$ cat src/pts_pkg.sv
`timescale 1ns / 1ps

package pts_pkg;

	localparam int RING_DEPTH_DEF       = 16;
	localparam int NUM_SOURCES_DEF      = 4;
	localparam int LINE_OFFSET_BITS_DEF = 6;

	localparam int ADDR_W   = 64;
	localparam int COUNT_W  = 16;
	localparam int FILL_W   = 2;
	localparam int ID_W     = 2;
	localparam int ACTIVE_W = 3;

	localparam int S_TDATA_W = 136;
	localparam int S_TUSER_W = 3;
	localparam int M_TDATA_W = 152;
	localparam int M_TUSER_W = 2;

	localparam int CFG_INDEX_W = 1;
	localparam int CFG_DATA_W  = 16;

	localparam logic [CFG_INDEX_W-1:0] REG_PHASE_LENGTH  = 1'b0;
	localparam logic [CFG_INDEX_W-1:0] REG_OFF_THRESHOLD = 1'b1;

	localparam logic [COUNT_W-1:0] PHASE_LENGTH_RST  = 16'd2048;
	localparam logic [COUNT_W-1:0] OFF_THRESHOLD_RST = 16'd0;
	localparam logic [COUNT_W-1:0] COUNT_MAX         = 16'hFFFF;

	localparam logic CMD_CANDIDATE = 1'b0;
	localparam logic CMD_DEMAND    = 1'b1;

	typedef enum logic [2:0] {
		ST_IDLE  = 3'b001,
		ST_EVAL  = 3'b010,
		ST_CLOSE = 3'b100
	} state_t;

	typedef struct packed {
		logic capture;
		logic exec;
		logic close;
		logic load;
	} ctrl_cmd_t;

	typedef struct packed {
		logic close_req;
	} dp_status_t;

endpackage

$ cat src/pts_ctrl.sv
`timescale 1ns / 1ps

module pts_ctrl (
	input  logic                clk,
	input  logic                arst_n,
	input  logic                s_tvalid,
	output logic                s_tready,
	output logic                m_tvalid,
	input  logic                m_tready,
	input  pts_pkg::dp_status_t status,
	output pts_pkg::ctrl_cmd_t  cmd
);

	pts_pkg::state_t state_q, state_d;
	logic            out_valid_q;
	logic            out_free;

	assign out_free = !out_valid_q || m_tready;
	assign s_tready = (state_q == pts_pkg::ST_IDLE);
	assign m_tvalid = out_valid_q;

	always_comb begin
		state_d     = state_q;
		cmd         = '0;
		unique case (state_q)
			pts_pkg::ST_IDLE: begin
				if (s_tvalid) begin
					cmd.capture = 1'b1;
					state_d     = pts_pkg::ST_EVAL;
				end
			end
			pts_pkg::ST_EVAL: begin
				if (out_free) begin
					cmd.exec = 1'b1;
					if (status.close_req) begin
						state_d = pts_pkg::ST_CLOSE;
					end else begin
						cmd.load = 1'b1;
						state_d  = pts_pkg::ST_IDLE;
					end
				end
			end
			pts_pkg::ST_CLOSE: begin
				if (out_free) begin
					cmd.close = 1'b1;
					cmd.load  = 1'b1;
					state_d   = pts_pkg::ST_IDLE;
				end
			end
			default: state_d = pts_pkg::ST_IDLE;
		endcase
	end

	always_ff @(posedge clk or negedge arst_n) begin
		if (!arst_n) begin
			state_q     <= pts_pkg::ST_IDLE;
			out_valid_q <= 1'b0;
		end else begin
			state_q <= state_d;
			if (cmd.load) begin
				out_valid_q <= 1'b1;
			end else if (m_tready) begin
				out_valid_q <= 1'b0;
			end
		end
	end

endmodule

$ cat config.mk
export PLATFORM = sky130hd
export DESIGN_NAME = pts_ctrl
export DESIGN_NICKNAME = d
export VERILOG_FILES = /design/src/pts_pkg.sv /design/src/pts_ctrl.sv
export SDC_FILE = /design/constraint.sdc
export NUM_CORES = 1
export LEC_CHECK = 0
export BUFFER_PORTS_ARGS = -buffer_cell sky130_fd_sc_hd__buf_2
export CORE_AREA = 2 2 39 41
export DETAILED_ROUTE_END_ITERATION = 8
export DIE_AREA = 0 0 41 43
export GPL_TIMING_DRIVEN = 1
export PLACE_DENSITY_LB_ADDON = 0.2
export SLEW_MARGIN = 40
export SYNTH_ARGS = -nofsm -noshare
export SYNTH_HDL_FRONTEND = slang
export SYNTH_SLANG_ARGS = --single-unit
$ cat constraint.sdc
create_clock -name clk -period 1.1 [get_ports clk]
set_input_delay 0.165 -clock clk [delete_from_list [all_inputs] [get_ports clk]]
set_output_delay 0.165 -clock clk [all_outputs]
set_load 0.005 [all_outputs]
; ---- Word-level counts from Yosys, hierarchy flattened
; Cells that the tools add are included.
[word_totals]
regBits = 4
input_bits = 5
out_inout_bits = 6
word_cells = 28
[classes]
n_eq_ne = 6
muxes = 16
reduce_logical = 4
[ops]
columns = operator, count
row1 = 3-bit 2-to-1 mux, 4
row2 = 1-bit 2-to-1 mux, 9
row3 = 3-bit one-hot mux with 3 select lines, 1
row4 = "2-bit != test, second input constant", 3
row5 = "3-bit by 1-bit equality test with 1-bit output, second input constant", 1
row6 = "3-bit by 2-bit equality test with 1-bit output, second input constant", 1
row7 = "3-bit equality test, second input constant", 1
row8 = 3-bit AND reduction, 1
row9 = 2-bit 2-to-1 mux, 1
row10 = 1-bit one-hot mux with 2 select lines, 1
row11 = 2-bit nonzero test, 1
row12 = 1-bit zero test, 1
row13 = 1-bit logical OR, 1

; ---- Logic depth before layout (Yosys ltp)
; Gate-level depths: netlist of run 1.
[depth]
depth_word = 5
ltp_mapped = 4
depth_no_buf = 3

; ---- Least setup slack after synthesis of run 1
; OpenSTA, ideal clock, no wires.
[synth_path]
path_kind = register to register
from = register state_q[0]
to = register state_q[0]
setup_time_ns = 0.078
arrival_ns = 1.131
required_ns = 1.022
slack_ns = -0.110
path_stages_with_launch = 5
n_path_buf = 1
synth_period_minus_slack_ns = 1.210
path_cell_list = dfstp_2 buf_6 nor3b_4 and2_4 and3b_1
[synth_between]
elab_chain_cells = 3
word_cells_on_any_way = 8
classes_between = eq/ne (6) / mux (1) / reduce/logical (1)
[synth_lines]
columns = item, line
row1 = from (decl), pts_ctrl.sv:14  ; pts_pkg::state_t state_q, state_d;
row2 = from (signal assigned), pts_ctrl.sv:56  ; state_q <= pts_pkg::ST_IDLE;
row3 = from (signal assigned), pts_ctrl.sv:59  ; state_q <= state_d;
row4 = 3-bit by 1-bit equality test with 1-bit output *, --
row5 = named net s_tready, pts_ctrl.sv:7  ; output logic s_tready,
row6 = 2-bit != test (no line), --
row7 = 3-bit AND reduction (no line), --
; Mark *: on every way through the listed nets, which the timed path passes. The rest lies on a longest branch.
; A chain may end at the register's enable or synchronous reset.

==> key figures, run 1 <==
Status
  • Status: complete, but fails checks
  • Failing checks: negative setup slack

Setup path
  • CP Data Arrival Time: 1.23 ns
  • CP max-delay cell: dfrtp_1
  • Critical register-to-register path endpoint: state_q[0]$_DFFE_PN1P_
  • Crit-path cells: buf_6, nor3b_4, and2_4, buf_6
  • Critical path required time: 0.94 ns
  • Critical path class: reg -> out
  • CP max FO: 3
  • Critical Path End Type: primary output
  • R2R setup slack: -0.06 ns
  • CP peak stage delay: 0.41 ns
  • Worst flop-to-flop path startpoint: state_q[2]$_DFFE_PN0P_
  • Startpoint types: register
  • Reg2Reg Depth: 4
  • Most frequent cell on the critical path: buf_6

Route
  • Initial drt markers: 0
  • Via count: 294
  • Pre-antenna DRT Iters: 1
  • Final WL: 767 um
  • DRC viols: 0
  • Drt wl/cell: 11.45 um
  • Final ANT Viol Nets: 0
  • Vias/cell: 4.388

Place
  • Post-DP Area: 367.9 sq um
  • DP HPWL: 504.4 um
  • Cells after DPL: 58
  • Gpl congestion: 0.6870
  • PortBufs: 10

Clocking
  • Root Buffer: clkbuf_4
  • CTS tree: built
  • Cts bufs inserted: 3
  • Clock sink count: 4
  • Clock Path Buffers: 2
  • H-tree level count: 1
  • Later-pin clock latency in the skew report: 0.24 ns
  • Worst-path clk slew: 0.05 ns

Power
  • Pwr/cell area: 1581 nW/um^2
  • Cell leakage power: 0.2203 nW
  • VDD IR max: 635.1 uV

Synthesis
  • Top_reg_cell synth: dfrtp_1
  • Synth async-reset ratio: 100.0%
  • Avg Cell Area, Syn: 9.778 sq um
  • Synth cell types: 17
  • Synth Net Count: 32
  • Synth warn: 0
  • Synth Area in Compound Gates: 12.32%
  • Simple-gate portion of the synthesized area: 45.02%
  • Yosys top cell area share: 28.44%
  • Largest family of logic cells by synthesized area: simple AND/OR/NAND/NOR gates
  • Cell Area, Synth: 264.0 sq um
  • Ranking of synthesized cells by area: dfrtp_1 (28%), dfstp_2 (10%), nand2b_1 (7.1%)
  • Adder-cell share of the synthesized area: 0%
  • Synth top cells by count: dfrtp_1 (3), nand2b_1 (3), nor3_1 (3)
  • Synth Register Bits: 4
  • Xor/xnor share of the synthesized area: 0%
  • Mux share of post-synthesis cell area: 0%
  • Post-synth top area cell: dfrtp_1
  • Sequential fraction of the synthesis area: 38.39%
  • Post-Syn Instances: 27
  • EDFF count, synth: 0

Cells and area
  • Layout fillers: 143
  • Area grow syn2layout: 86.73%
  • Nets: 57
  • Ant. Diodes: 0
  • Post-Layout Cell Count: 67
  • Area occupied by multi-input gates: 191.4 sq um
  • Proportion of layout cells with a drive suffix above 1: 68.63%
  • Design Area, Final: 493.0 sq um
  • Reg area: 102.6 sq um

Floorplan
  • Top Ports: 11
  • Die height: 43 um
  • Core area: 1384 sq um
  • Starting Density: 19.08%
  • Die ar.: 1763 sq um
  • # rows: 14
  • Die Wd: 41 um

Global route
  • Pin count of the biggest net entering global routing: 10
  • Total grt overflow: 0
  • Initial antenna violation count: 0
  • First-pass GRT wire length: 1.145 mm
  • GRT Util Overall: 10.17%
  • Number of global-route vias before repair: 277

STA
  • Max_slew headroom: 84.26%
  • Fmax: 0.7171 GHz
  • Final setup fails: 6
  • PnR worst setup slack: -0.2945 ns
  • RSZ-0062 raised after global routing: yes
  • Fin crit share: 126.8%
  • Setup Skew: 0.01126 ns
  • Worst Tran Pin Value: 0.2355 ns
  • Fin. Hold Viols: 0
  • Pins Over Slew Limit: 0
  • Min Tclk post-route: 1.395 ns
  • Worst hold margin: 0.2143 ns

Min path
  • HP Class: in -> reg
  • Worst hold stages: 3
  • Hold Path Sink: state_q[1]$_DFFE_PN0P_
  • Hold_sp: s_tvalid

Job
  • Max-Cap Viols: 0
area by class of cell:
type,instances,area share [%]
Multi-Input combinational cell,22,38.83
Sequential cell,4,20.81
Timing Repair Buffer,21,30.96
Clock buffer,4,5.330
Tap cell,16,4.061
per-stage QoR:
stage	power (W)	setup TNS [ns]	util [%]	worst slack [ns]
6_report	0.0007796	-1.140	35.62	-0.2945
3_5_place_dp	0.0004572	-0.2992	26.58	-0.1136
2_1_floorplan	0.0003607	-0.1552	-	-0.1097
5_1_grt	0.0008474	-1.699	35.62	-0.3833
4_1_cts	0.0006754	-1.485	29.29	-0.3327
3_3_place_gp	0.0004528	-0.1477	26.58	-0.09211
per-layer routing:
layer	vias up	routed length, um	part of all wire, %	global-route usage (%)
met3	0	54	7.0	6.283
met2	11	401	52	14.06
li1	143	-	-	-
met5	-	0	0	0
met1	140	311	41	12.34
met4	0	0	0	4.000
what timing repair did:
action / CTS / global route
pin swaps: 0 / 2
gates resized for setup: 1 / 13
hold buffers: 1 / 0
endpoints found under the hold margin: 4 / 0
buffers inserted: 0 / 5
endpoints found under the setup margin: 7 / 7
layout by cell type, fill, tap and decap left out, types with 2 or more instances in the layout:
master | netlist | layout
nor2_1 | 2 | 2
buf_4 | 0 | 7
nand2b_1 | 3 | 2
nor3b_2 | 0 | 2
buf_2 | 0 | 9
nand3b_1 | 2 | 2
nor3_2 | 0 | 3
dfrtp_1 | 3 | 2
clkbuf_4 | 0 | 3
buf_6 | 1 | 4
sequential cells by signal, indices dropped and copies added, names as in the netlist:
signal	flops
m_tvalid	1
state_q	3
critical path: cells and delay by family, from the launching register on:
family,cells,cell delay [ns]
buffers and inverters,2,0.22
and+or+nand+nor,2,0.35
DFF,1,0.41
cell families (layout without fill, tap and decap cells):
| logic type | Yosys count | count (layout) |
|---|---|---|
| buffers and inverters | 1 | 25 |
| AO/OA/AOI/OAI | 5 | 5 |
| AND/OR/NAND/NOR | 17 | 17 |
| flip-flops | 4 | 4 |
where the power goes:
group	internal (W)	total (W)	switching, W
Clock	0.000137	0.000204	0.0000671
Combinational	0.000226	0.000374	0.000148
Sequential	0.000183	0.000202	0.0000190
worst max-delay path by stage:
stage                      startpoint                      to  slack, ns
3_3_place_gp   state_q[1]$_DFFE_PN0P_                  cmd[0]      -0.09
2_1_floorplan  state_q[0]$_DFFE_PN1P_  state_q[0]$_DFFE_PN1P_      -0.11
3_5_place_dp   state_q[1]$_DFFE_PN0P_                  cmd[0]      -0.11
6_report       state_q[2]$_DFFE_PN0P_                  cmd[3]      -0.29
4_1_cts        state_q[1]$_DFFE_PN0P_                  cmd[0]      -0.33
5_1_grt        state_q[2]$_DFFE_PN0P_                  cmd[0]      -0.38
Power figures use the tool's default switching activity.
==> run 2: changes to the inputs <==
--- a/config.mk
+++ b/config.mk
@@ -6,6 +6,8 @@
 export NUM_CORES = 1
 export LEC_CHECK = 0
 export BUFFER_PORTS_ARGS = -buffer_cell sky130_fd_sc_hd__buf_2
+export CELL_PAD_IN_SITES_DETAIL_PLACEMENT = 1
+export CELL_PAD_IN_SITES_GLOBAL_PLACEMENT = 1
 export CORE_AREA = 2 2 39 41
 export DETAILED_ROUTE_END_ITERATION = 8
 export DIE_AREA = 0 0 41 43
==> run 2 against run 1 <==
Against the previous run:
- the flow still finishes with violations (negative setup slack)
- sequential power rose by 4%
- first-iteration DRC count rose by 2
- final cell count did not move
- die area did not move
- clock skew fell by 0.0035 ns
- setup slack improved by 0.013 ns
- total power fell by 0.85%
- register-to-register slack got worse by 0.04 ns
- clock-buffer cell count did not move
- via count fell by 2.7%
- critical path depth did not move
- sequential share of layout area rose by 0.11 points
==> key figures, run 2 (synthesis results as in run 1) <==
Cells and area
  • Nets: 57 (unchanged)
  • Layout fillers: 170 (was 143)
  • Most frequent cells in the layout: buf_2 (9), buf_4 (7), buf_6 (4), clkbuf_4 (3) (was buf_2 (9), buf_4 (7), buf_6 (4), nor3_2 (3), clkbuf_4 (3))
  • Max reg flops: 3 (unchanged)
  • Most common cell after layout, fill and taps aside: buf_2 (unchanged)
  • Design Area, Final: 490.5 sq um (was 493.0 sq um)
  • Proportion of layout cells with a drive suffix above 1: 66.67% (was 68.63%)
  • Ant. Diodes: 0 (unchanged)
  • Area grow syn2layout: 85.78% (was 86.73%)
  • Biggest register: state_q (unchanged)

Setup path
  • Reg2Reg Depth: 4 (unchanged)
  • Critical path class: reg -> out (unchanged)
  • Worst flop-to-flop path startpoint: state_q[0]$_DFFE_PN1P_ (was state_q[2]$_DFFE_PN0P_)
  • Critical path required time: 0.94 ns (about the same)
  • CP max FO: 4 (was 3)
  • R2R setup slack: -0.10 ns (was -0.06 ns)
  • Critical Path End Type: primary output (unchanged)
  • Startpoint types: register (unchanged)
  • CP Data Arrival Time: 1.22 ns (was 1.23 ns)
  • Critical register-to-register path endpoint: state_q[0]$_DFFE_PN1P_ (unchanged)

STA
  • Fmax: 0.7240 GHz (was 0.7171 GHz)
  • Setup TNS: -1.130 ns (was -1.140 ns)
  • Setup Skew: 0.007803 ns (was 0.01126 ns)
  • Worst hold margin: 0.2111 ns (was 0.2143 ns)
  • RSZ-0062 raised after global routing: yes (unchanged)
  • PnR worst setup slack: -0.2812 ns (was -0.2945 ns)
  • Worst Tran Pin Value: 0.2062 ns (was 0.2355 ns)
  • Fin crit share: 125.6% (was 126.8%)
  • Fin. Hold Viols: 0 (unchanged)
  • Final setup fails: 6 (unchanged)
  • Pins Over Slew Limit: 0 (unchanged)
  • Min Tclk post-route: 1.381 ns (was 1.395 ns)
  • Max_slew headroom: 86.23% (was 84.26%)

Global route
  • Number of global-route vias before repair: 352 (was 277)
  • Pin count of the biggest net entering global routing: 10 (unchanged)
  • Total grt overflow: 0 (unchanged)
  • Initial antenna violation count: 0 (unchanged)
  • GRT Util Overall: 11.87% (was 10.17%)
  • First-pass GRT wire length: 1.421 mm (was 1.145 mm)

Status
  • Status: complete, but fails checks (unchanged)
  • Failing checks: negative setup slack (unchanged)

Route
  • Drt wl/cell: 12.01 um (was 11.45 um)
  • Initial drt markers: 2 (was 0)
  • DRC viols: 0 (unchanged)
  • Via count: 286 (was 294)
  • Pre-antenna DRT Iters: 2 (was 1)
  • Final WL: 805 um (was 767 um)
  • Vias/cell: 4.269 (was 4.388)
  • Final ANT Viol Nets: 0 (unchanged)

Place
  • Dpl ws: -0.1051 ns (was -0.1136 ns)
  • PortBufs: 10 (unchanged)
  • Gpl congestion: 0.7144 (was 0.6870)
  • Post-DP Area: 367.9 sq um (unchanged)

Min path
  • Hold Path Sink: state_q[1]$_DFFE_PN0P_ (unchanged)
  • Hold_sp: s_tvalid (unchanged)
  • HP Class: in -> reg (unchanged)
  • Worst hold stages: 3 (unchanged)

Power
  • VDD IR max: 592.9 uV (was 635.1 uV)
  • Pwr/cell area: 1576 nW/um^2 (was 1581 nW/um^2)
  • Cell leakage power: 0.2202 nW (was 0.2203 nW)

Clocking
  • Root Buffer: clkbuf_4 (unchanged)
  • Cts bufs inserted: 3 (unchanged)
  • Worst-path clk slew: 0.05 ns (about the same)
  • Clock sink count: 4 (unchanged)
  • H-tree level count: 1 (unchanged)
  • CTS tree: built (unchanged)
  • Later-pin clock latency in the skew report: 0.24 ns (about the same)
  • Clock Path Buffers: 2 (unchanged)

Floorplan
  • # rows: 14 (unchanged)
  • Die ar.: 1763 sq um (unchanged)
  • Die Wd: 41 um (unchanged)
  • Starting Density: 19.08% (unchanged)
  • Core area: 1384 sq um (unchanged)
  • Die height: 43 um (unchanged)
  • Top Ports: 11 (unchanged)

Job
  • Max-Cap Viols: 0 (unchanged)
## run 2: how the worst max path moves through the flow
stage | startpoint | endpoint | slack (ns) | depth (start not counted)
3_3_place_gp | m_tvalid$_DFFE_PN0P_ | state_q[2]$_DFFE_PN0P_ | -0.07 | 3
5_1_grt | state_q[1]$_DFFE_PN0P_ | cmd[0] | -0.34 | 4
2_1_floorplan | state_q[0]$_DFFE_PN1P_ | state_q[0]$_DFFE_PN1P_ | -0.11 | 4
3_5_place_dp | state_q[1]$_DFFE_PN0P_ | cmd[0] | -0.11 | 4
6_report | state_q[1]$_DFFE_PN0P_ | cmd[0] | -0.28 | 4
4_1_cts | state_q[1]$_DFFE_PN0P_ | cmd[0] | -0.29 | 4
## run 2: cell type report
class / count / area, sq um / area share [%]
flip-flops and latches: 4 / 102.6 / 20.92
repair buffers: 21 / 152.6 / 31.12
well taps: 16 / 20.02 / 4.082
clock buffers: 4 / 26.28 / 5.357
multi-input cells: 22 / 188.9 / 38.52
## run 2: report_power, final
group | leakage [nW] | total, W | switching [W] | internal [W]
Clock | 0.0150 | 0.000211 | 0.0000742 | 0.000137
Combinational | 0.156 | 0.000351 | 0.000133 | 0.000218
Sequential | 0.0496 | 0.000210 | 0.0000282 | 0.000182
## run 2: per-stage QoR
| step | instances | util [%] | power, W |
|---|---|---|---|
| global route | 67 | 35.44 | 0.0008304 |
| CTS | 67 | 34.81 | 0.0007703 |
| global placement | 58 | 26.58 | 0.0004634 |
| finish | 67 | 35.44 | 0.0007730 |
| detailed placement | 58 | 26.58 | 0.0004721 |
| floorplan | 27 | - | 0.0003607 |
## run 2: timing repair
item                                   in CTS  in global routing
pin swaps                                   2                  2
gates resized for setup                    10                  4
setup endpoints to repair                   8                  8
hold buffers                                1                  0
endpoints found under the hold margin       4                  0
setup buffers                               4                  1
## run 2: metal layers
metal / up-vias / routed length [um] / GRT usage, %
met5: - / 0 / 0
met1: 136 / 293 / 12.30
met3: 0 / 27 / 1.571
li1: 144 / - / -
met2: 6 / 484 / 22.19
met4: 0 / 0 / 4.000
## run 2: worst max-delay path, cell delays in order, from the launching register on
cell	delay, ns
dfrtp_2	0.45
nand2b_4	0.17
o21a_1	0.12
nor3_2	0.10
buf_2	0.13
